[src/hw/rtl/rqa_pkg.sv]
// ============================================================================
// rqa_pkg
// Types and codes shared by the ready queue with aging and its checker.
// ============================================================================
package rqa_pkg;

    typedef enum logic [2:0] {
        OP_PUSH_TAIL = 3'd0,
        OP_PUSH_HEAD = 3'd1,
        OP_POP_HEAD  = 3'd2,
        OP_INSERT    = 3'd3,
        OP_AGE       = 3'd4,
        OP_PEEK      = 3'd5,
        OP_POP_SHORT = 3'd6
    } t_op;

    typedef enum logic [1:0] {
        ST_DONE  = 2'd0,
        ST_EMPTY = 2'd1,
        ST_FULL  = 2'd2
    } t_status;

    typedef enum logic [2:0] {
        S_IDLE,
        S_SCAN,
        S_SHIFT,
        S_WRITE,
        S_CLOSE,
        S_DONE
    } t_state;

    typedef struct packed {
        logic [7:0]  tag;
        logic [15:0] score;
        logic [15:0] run_time;
    } t_entry;

    typedef struct packed {
        logic [2:0]  operation;
        logic [7:0]  entry_tag;
        logic [15:0] length_score;
        logic [15:0] run_time;
    } t_in_item;

    typedef struct packed {
        logic [1:0]  status;
        logic        out_valid;
        logic [7:0]  out_tag;
        logic [15:0] out_score;
        logic [15:0] out_time;
        logic [4:0]  occupancy;
    } t_out_item;

endpackage

[src/hw/rtl/ready_queue_with_aging.sv]
// ============================================================================
// ready_queue_with_aging
// Ordered ready queue kept in one memory, slot 0 is the head.
// ============================================================================
// Operation: push tail goes through the shift and write states to the result
//   register; push head, sorted insert, age and pops walk the memory one entry
//   per cycle (push head shifts; insert scans, then shifts; pops scan, then close the gap; age scans).
// Throughput: one item at a time; the next item is taken while a result waits.
// Reset: synchronous active low; the queue is empty, memory is not cleared.
module ready_queue_with_aging #(
    parameter int DEPTH = 16
) (
    input  logic                i_clk,
    input  logic                i_rst_n,
    input  logic                i_in_valid,
    output logic                o_in_stall,
    input  rqa_pkg::t_in_item   i_in_item,
    output logic                o_out_valid,
    input  logic                i_out_stall,
    output rqa_pkg::t_out_item  o_out_item
);

    localparam int AW = $clog2(DEPTH);
    localparam int CW = $clog2(DEPTH + 1);

    rqa_pkg::t_state    r_state, n_state;
    logic [2:0]         r_op, n_op;
    rqa_pkg::t_entry    r_new, n_new;
    rqa_pkg::t_entry    r_best, n_best;
    logic [CW-1:0]      r_count, n_count;
    logic [CW-1:0]      r_idx, n_idx;
    logic [CW-1:0]      r_lim, n_lim;
    logic [CW-1:0]      r_pos, n_pos;
    logic [CW-1:0]      r_pidx, n_pidx;
    logic               r_pend, n_pend;
    logic               r_hit, n_hit;
    logic [1:0]         r_status, n_status;
    logic               r_ovld, n_ovld;
    rqa_pkg::t_out_item r_out, n_out;

    logic               rd_en, wr_en;
    logic [AW-1:0]      rd_addr, wr_addr;
    rqa_pkg::t_entry    wr_data, rd_data;

    logic               in_acc, out_load;
    logic               is_ins, is_age, is_peek;
    logic               ins_hit, take_d, scan_last, scan_stop;
    logic [CW-1:0]      idx_m1, idx_p1, pidx_p1, pidx_m1, pos_fin, lim_m1;
    logic               full, empty;
    logic [CW+4:0]      occ_w;

    rqa_store #(.DEPTH(DEPTH)) u_store (
        .i_clk     (i_clk),
        .i_rd_en   (rd_en),
        .i_rd_addr (rd_addr),
        .o_rd_data (rd_data),
        .i_wr_en   (wr_en),
        .i_wr_addr (wr_addr),
        .i_wr_data (wr_data)
    );

    assign in_acc    = i_in_valid && (r_state == rqa_pkg::S_IDLE);
    assign out_load  = (r_state == rqa_pkg::S_DONE) && (!r_ovld || !i_out_stall);
    assign is_ins    = (r_op == rqa_pkg::OP_INSERT);
    assign is_age    = (r_op == rqa_pkg::OP_AGE);
    assign is_peek   = (r_op == rqa_pkg::OP_PEEK);
    assign full      = (r_count == CW'(DEPTH));
    assign empty     = (r_count == '0);
    assign idx_m1    = r_idx - CW'(1);
    assign idx_p1    = r_idx + CW'(1);
    assign pidx_p1   = r_pidx + CW'(1);
    assign pidx_m1   = r_pidx - CW'(1);
    assign lim_m1    = r_lim - CW'(1);
    assign occ_w     = {5'd0, r_count};

    // new entry goes before the head on a tie or lower; before later entries only on strictly greater
    assign ins_hit   = r_pend && ((r_pidx == '0) ? (r_new.score <= rd_data.score)
                                                 : (rd_data.score > r_new.score));
    assign take_d    = r_pend && ((r_pidx == '0) || (rd_data.run_time < r_best.run_time));
    assign scan_last = r_pend && (r_pidx == lim_m1);
    assign scan_stop = is_ins ? (ins_hit || scan_last) : scan_last;
    assign pos_fin   = take_d ? r_pidx : r_pos;

    // next state
    always_comb begin
        n_state = r_state;
        unique case (r_state)
            rqa_pkg::S_IDLE: begin
                if (in_acc) begin
                    unique case (i_in_item.operation)
                        rqa_pkg::OP_PUSH_TAIL, rqa_pkg::OP_PUSH_HEAD: begin
                            n_state = full ? rqa_pkg::S_DONE : rqa_pkg::S_SHIFT;
                        end
                        rqa_pkg::OP_INSERT: begin
                            if (full) begin
                                n_state = rqa_pkg::S_DONE;
                            end else if (empty) begin
                                n_state = rqa_pkg::S_SHIFT;
                            end else begin
                                n_state = rqa_pkg::S_SCAN;
                            end
                        end
                        rqa_pkg::OP_POP_HEAD, rqa_pkg::OP_PEEK, rqa_pkg::OP_POP_SHORT,
                        rqa_pkg::OP_AGE: begin
                            n_state = empty ? rqa_pkg::S_DONE : rqa_pkg::S_SCAN;
                        end
                        default: n_state = rqa_pkg::S_DONE;
                    endcase
                end
            end
            rqa_pkg::S_SCAN: begin
                if (scan_stop) begin
                    if (is_ins) begin
                        n_state = rqa_pkg::S_SHIFT;
                    end else if (is_age || is_peek) begin
                        n_state = rqa_pkg::S_DONE;
                    end else begin
                        n_state = rqa_pkg::S_CLOSE;
                    end
                end
            end
            rqa_pkg::S_SHIFT: begin
                if ((r_idx == r_pos) && !r_pend) begin
                    n_state = rqa_pkg::S_WRITE;
                end
            end
            rqa_pkg::S_WRITE: n_state = rqa_pkg::S_DONE;
            rqa_pkg::S_CLOSE: begin
                if (!(r_idx < r_count) && !r_pend) begin
                    n_state = rqa_pkg::S_DONE;
                end
            end
            rqa_pkg::S_DONE: begin
                if (out_load) begin
                    n_state = rqa_pkg::S_IDLE;
                end
            end
            default: n_state = rqa_pkg::S_IDLE;
        endcase
    end

    // datapath and memory control
    always_comb begin
        n_op     = r_op;
        n_new    = r_new;
        n_best   = r_best;
        n_count  = r_count;
        n_idx    = r_idx;
        n_lim    = r_lim;
        n_pos    = r_pos;
        n_pidx   = r_idx;
        n_pend   = 1'b0;
        n_hit    = r_hit;
        n_status = r_status;
        n_ovld   = r_ovld && i_out_stall;
        n_out    = r_out;
        rd_en    = 1'b0;
        rd_addr  = r_idx[AW-1:0];
        wr_en    = 1'b0;
        wr_addr  = r_pos[AW-1:0];
        wr_data  = rd_data;
        unique case (r_state)
            rqa_pkg::S_IDLE: begin
                if (in_acc) begin
                    n_op     = i_in_item.operation;
                    n_new    = '{tag: i_in_item.entry_tag, score: i_in_item.length_score,
                                 run_time: i_in_item.run_time};
                    n_best   = '0;
                    n_hit    = 1'b0;
                    n_status = rqa_pkg::ST_DONE;
                    n_idx    = '0;
                    n_pos    = '0;
                    n_lim    = r_count;
                    unique case (i_in_item.operation)
                        rqa_pkg::OP_PUSH_TAIL: begin
                            n_pos = r_count;
                            n_idx = r_count;
                        end
                        rqa_pkg::OP_PUSH_HEAD: n_idx = r_count;
                        rqa_pkg::OP_INSERT:    n_idx = empty ? r_count : '0;
                        rqa_pkg::OP_POP_HEAD, rqa_pkg::OP_PEEK: n_lim = CW'(1);
                        default: ;
                    endcase
                    if (full && (i_in_item.operation == rqa_pkg::OP_PUSH_TAIL ||
                                 i_in_item.operation == rqa_pkg::OP_PUSH_HEAD ||
                                 i_in_item.operation == rqa_pkg::OP_INSERT)) begin
                        n_status = rqa_pkg::ST_FULL;
                    end
                    if (empty && (i_in_item.operation == rqa_pkg::OP_POP_HEAD ||
                                  i_in_item.operation == rqa_pkg::OP_PEEK ||
                                  i_in_item.operation == rqa_pkg::OP_POP_SHORT)) begin
                        n_status = rqa_pkg::ST_EMPTY;
                    end
                end
            end
            rqa_pkg::S_SCAN: begin
                rd_en = (r_idx < r_lim) && !scan_stop;
                if (rd_en) begin
                    n_idx  = idx_p1;
                    n_pend = 1'b1;
                end
                if (r_pend && is_age) begin
                    wr_en   = 1'b1;
                    wr_addr = r_pidx[AW-1:0];
                    wr_data = rd_data;
                    if (rd_data.score != '0) begin
                        wr_data.score = rd_data.score - 16'd1;
                    end
                end
                if (!is_ins && !is_age && take_d) begin
                    n_best = rd_data;
                    n_pos  = r_pidx;
                end
                if (scan_stop) begin
                    if (is_ins) begin
                        n_idx = r_count;
                        n_pos = ins_hit ? r_pidx : r_count;
                    end else if (!is_age) begin
                        n_hit = 1'b1;
                        n_idx = pos_fin + CW'(1);
                    end
                end
            end
            rqa_pkg::S_SHIFT: begin
                // entries move up one slot, tail first
                rd_en   = (r_idx > r_pos);
                rd_addr = idx_m1[AW-1:0];
                if (rd_en) begin
                    n_idx  = idx_m1;
                    n_pend = 1'b1;
                    n_pidx = idx_m1;
                end
                if (r_pend) begin
                    wr_en   = 1'b1;
                    wr_addr = pidx_p1[AW-1:0];
                end
            end
            rqa_pkg::S_WRITE: begin
                wr_en   = 1'b1;
                wr_data = r_new;
                n_count = r_count + CW'(1);
            end
            rqa_pkg::S_CLOSE: begin
                // entries after the gap move down one slot
                rd_en = (r_idx < r_count);
                if (rd_en) begin
                    n_idx  = idx_p1;
                    n_pend = 1'b1;
                end
                if (r_pend) begin
                    wr_en   = 1'b1;
                    wr_addr = pidx_m1[AW-1:0];
                end
                if (!rd_en && !r_pend) begin
                    n_count = r_count - CW'(1);
                end
            end
            rqa_pkg::S_DONE: begin
                if (out_load) begin
                    n_ovld = 1'b1;
                    n_out  = '{status: r_status, out_valid: r_hit, out_tag: r_best.tag,
                              out_score: r_best.score, out_time: r_best.run_time,
                              occupancy: occ_w[4:0]};
                end
            end
            default: ;
        endcase
    end

    always_ff @(posedge i_clk) begin
        if (!i_rst_n) begin
            r_state <= rqa_pkg::S_IDLE;
            r_count <= '0;
            r_pend  <= 1'b0;
            r_ovld  <= 1'b0;
        end else begin
            r_state <= n_state;
            r_count <= n_count;
            r_pend  <= n_pend;
            r_ovld  <= n_ovld;
        end
    end

    always_ff @(posedge i_clk) begin
        r_op     <= n_op;
        r_new    <= n_new;
        r_best   <= n_best;
        r_idx    <= n_idx;
        r_lim    <= n_lim;
        r_pos    <= n_pos;
        r_pidx   <= n_pidx;
        r_hit    <= n_hit;
        r_status <= n_status;
        r_out    <= n_out;
    end

    assign o_in_stall  = (r_state != rqa_pkg::S_IDLE);
    assign o_out_valid = r_ovld;
    assign o_out_item  = r_out;

endmodule

[src/hw/rtl/rqa_store.sv]
// ============================================================================
// rqa_store
// Entry memory: one write port, one read port with registered read data.
// ============================================================================
module rqa_store #(
    parameter int DEPTH = 16
) (
    input  logic                     i_clk,
    input  logic                     i_rd_en,
    input  logic [$clog2(DEPTH)-1:0] i_rd_addr,
    output rqa_pkg::t_entry          o_rd_data,
    input  logic                     i_wr_en,
    input  logic [$clog2(DEPTH)-1:0] i_wr_addr,
    input  rqa_pkg::t_entry          i_wr_data
);

    rqa_pkg::t_entry mem [DEPTH];
    rqa_pkg::t_entry r_rd_data;

    always_ff @(posedge i_clk) begin
        if (i_wr_en) begin
            mem[i_wr_addr] <= i_wr_data;
        end
    end

    always_ff @(posedge i_clk) begin
        if (i_rd_en) begin
            r_rd_data <= mem[i_rd_addr];
        end
    end

    assign o_rd_data = r_rd_data;

endmodule

[config.mk]
export PLATFORM = sky130hd
export DESIGN_NAME = ready_queue_with_aging
export DESIGN_NICKNAME = d
export VERILOG_FILES = /design/src/hw/rtl/rqa_pkg.sv /design/src/hw/rtl/ready_queue_with_aging.sv /design/src/hw/rtl/rqa_store.sv
export SDC_FILE = /design/constraint.sdc
export NUM_CORES = 1
export LEC_CHECK = 0
export BUFFER_PORTS_ARGS = -buffer_cell sky130_fd_sc_hd__buf_4
export CAP_MARGIN = 20
export CORE_MARGIN = 2
export CORE_UTILIZATION = 65
export DETAILED_ROUTE_END_ITERATION = 7
export PLACE_DENSITY = 0.83
export SLEW_MARGIN = 25
export SYNTH_ARGS = -nofsm -noshare
export SYNTH_HDL_FRONTEND = slang
export SYNTH_SLANG_ARGS = --single-unit
[constraint.sdc]
create_clock -name i_clk -period 9.4 [get_ports i_clk]
set_input_delay 0.47 -clock i_clk [delete_from_list [all_inputs] [get_ports i_clk]]
set_output_delay 0.47 -clock i_clk [all_outputs]
set_load 0.01 [all_outputs]
==> impl_metrics.yaml <==
outcome:
  outcome: "finished with violations"
  violations: "design-rule violations"
yosys:
  synth-edff-count: 829
  yosys-top-cells-count: "edfxtp_1, mux4_2, nand2_1"
  yosys.area.top_type: "edfxtp_1"
  synth-seq-cells: 844
  synth_area_leaders: "edfxtp_1, mux4_2, ha_1"
  yosys.area.top_type_share: 0.723
  syn-num-nets: 1933
  yosysWarningCount: 0
  syn_area_sq_um: 34500
  postSynthAreaPerCell_sq_um: 18.8
  synth_ff_type: "edfxtp_1"
  netlist-cell-type-count: 81
  synthArstFlopShare: 0
  syn_inst: 1828
  synth-seq-area-share: 0.731
  synth_most_common_cell: "edfxtp_1"
clock_tree:
  cts-resized-gates: 0
  cts_hold_buffers: 23
  cts_tree: "built"
  cts_root_buf: "clkbuf_16"
  clk_pin_slew_ns: 0.06
  postCtsSetupRepairBufs: 0
  cts_buffer_depth: 3
  cts_num_sinks: 844
  htreeDepth: 3
  cts_made_buffers: 82
  clkLatencyLatePin_ns: 0.64
pwr:
  power.leakage_nw: 13.1
  vdd_drop_max_uv: 371
  cellPowerDensity_nw_per_um2: 341
routing:
  post-route-drc-count: 8
  first_pass_iters: 8
  dr_total_vias: 19700
  ant_nets: 0
  first_iter_violations: 3089
  vias_per_cell: 7.20
  drt-total-wl_mm: 92.6
  routedWlPerCell_um: 33.9
floorplan:
  die_y_um: 234
  dieWidth_um: 234
  dieArea_sq_um: 54900
  row_count: 84
  initial_utilization: 0.657
  io_pins: 97
  core_sq_um: 52400
placement:
  port_buffers: 96
  dpl.hpwl_mm: 47.0
  place_congestion: 0.926
worst_setup_path:
  cp_max_fo: 35
  start_kind: "flip-flop"
  reg2reg_slack_ns: 3.34
  ff2ff_path_depth: 9
  required_ns: 9.67
  startpoint: "r_state[1]$_SDFFE_PN0P_"
  reg2reg_from: "r_state[1]$_SDFFE_PN0P_"
  timing.rr.end: "u_store.mem[4][29]$_DFFE_PP_"
  crit_type: "flip-flop to flip-flop"
  crit_path_end_kind: "flip-flop"
  crit_arrival_ns: 6.32
  endpoint: "u_store.mem[4][29]$_DFFE_PP_"
cells_and_area:
  synthToLayoutAreaGrowth_pct: 13.2
  n_fill_cell: 2757
  drive_gt1_frac: 0.248
  nNetsFinal: 2082
timing:
  clock_skew_ns: 0.0257
  period_needed_ns: 6.06
  period_share: 0.644
  slew_headroom: 0.293
  setup-tns-final_ns: 0
  worst_slew_pin_slew_ns: 1.06
  rsz0062_at_grt: "false"
  whs_ns: 0.0180
  final-max-slew-violation-count: 0
  fmax_ghz: 0.165
  finalHoldViolations: 0
  setup_viol: 0
global_route:
  grt_pass1_vias: 20000
  grt_overflow: 0
  grt_max_degree: 161
  grt_first_pass_wirelength_mm: 133
  grtUsageTotal: 0.346
  antenna_found_initial: 2
hold_path:
  worstHoldPathType: "input port to flip-flop"
flow_run:
  drv_cap: 0
## cell usage in the layout, fill, tap and decap left out, types with 16 or more instances in the layout
master and n:
a21oi_1 33, dlygate4sd3_1 23, edfxtp_1 829, xnor2_1 21, clkinv_1 21, and3_1 42, nand3_1 16, nor2_1 42
nor2_4 16, inv_1 59, mux4_2 200, ha_1 56, buf_4 126, o21ai_0 24, clkbuf_16 82, nand2_1 141
## routing by layer
metal,wire length (um),track usage,vias to the layer above
li1,-,-,7710
met1,31100,0.447,9860
met2,45500,0.559,1703
met3,11100,0.0837,398
met4,4800,0.167,0
met5,0,0,-
## report_power, final
| part | total, mW | internal, mW | switching, mW |
|---|---|---|---|
| Sequential | 5.65 | 5.22 | 0.438 |
| Combinational | 4.43 | 1.83 | 2.60 |
| Clock | 3.22 | 1.78 | 1.44 |
## critical path, stage by stage, from the launching register on
cell and delay, ns:
dfxtp_1 0.84, clkinv_1 0.81, buf_4 0.55, nand2_1 0.39
clkinv_1 0.42, and2_1 0.32, a221oi_1 0.60, nand2_1 0.44
nor2_4 0.69, buf_4 0.57
## metrics by stage
stage | setup WS, ns | total power, mW | cells | instance area (sq um) | utilization
after floorplan | 5.28 | 8.56 | 1828 | 34500 | -
after global placement | 4.16 | 9.73 | 2558 | 36100 | 0.689
after detailed placement | 3.81 | 9.93 | 2558 | 36100 | 0.689
after CTS | 3.64 | 13.2 | 2730 | 39000 | 0.743
after global routing | 3.12 | 13.8 | 2730 | 39000 | 0.744
final | 3.34 | 13.3 | 2731 | 39000 | 0.744
## layout make-up
cell class	count	area, sq um	share of cell area
Sequential cell	844	25200	0.646
Multi-Input combinational cell	835	8880	0.228
Clock buffer	99	2150	0.0550
Timing Repair Buffer	152	1230	0.0315
Tap cell	688	861	0.0221
Clock inverter	50	450	0.0116
Inverter	62	233	0.00597
Antenna cell	1	2.50	0.0000642
## state kept, by name, summed over array words and instances (netlist names)
name,count
o_out_item,48
r_state,3
r_best,40
r_count,5
u_store.o_rd_data,40
r_new,40
o_out_valid,1
r_pend,1
r_lim,5
u_store.mem,640
r_idx,5
r_op,3
r_status,2
r_pos,5
r_pidx,5
r_hit,1
## cell families after synthesis
logic type      Yosys count  synth area share
fa+ha+maj                58            0.0213
buf+inv                 149            0.0179
flops                   844             0.731
mux                     220             0.137
simple gates            347            0.0486
compound gates          182            0.0371
xor+xnor                 28           0.00712
## worst min path at each step
stage	startpoint	endpoint	slack, ns	depth (start not counted)
floorplan	r_best[16]$_SDFFCE_PN0P_	o_out_item[21]$_DFFE_PP_	0.40	0
global placement	r_best[18]$_SDFFCE_PN0P_	o_out_item[23]$_DFFE_PP_	0.40	0
detailed placement	r_best[19]$_SDFFCE_PN0P_	o_out_item[24]$_DFFE_PP_	0.40	0
CTS	i_in_item[13]	r_new[13]$_DFFE_PP_	0.0002	1
global route	i_in_item[30]	r_new[30]$_DFFE_PP_	0.007	1
finish	i_in_item[13]	r_new[13]$_DFFE_PP_	0.02	1
(Power assumes the default switching activity.)
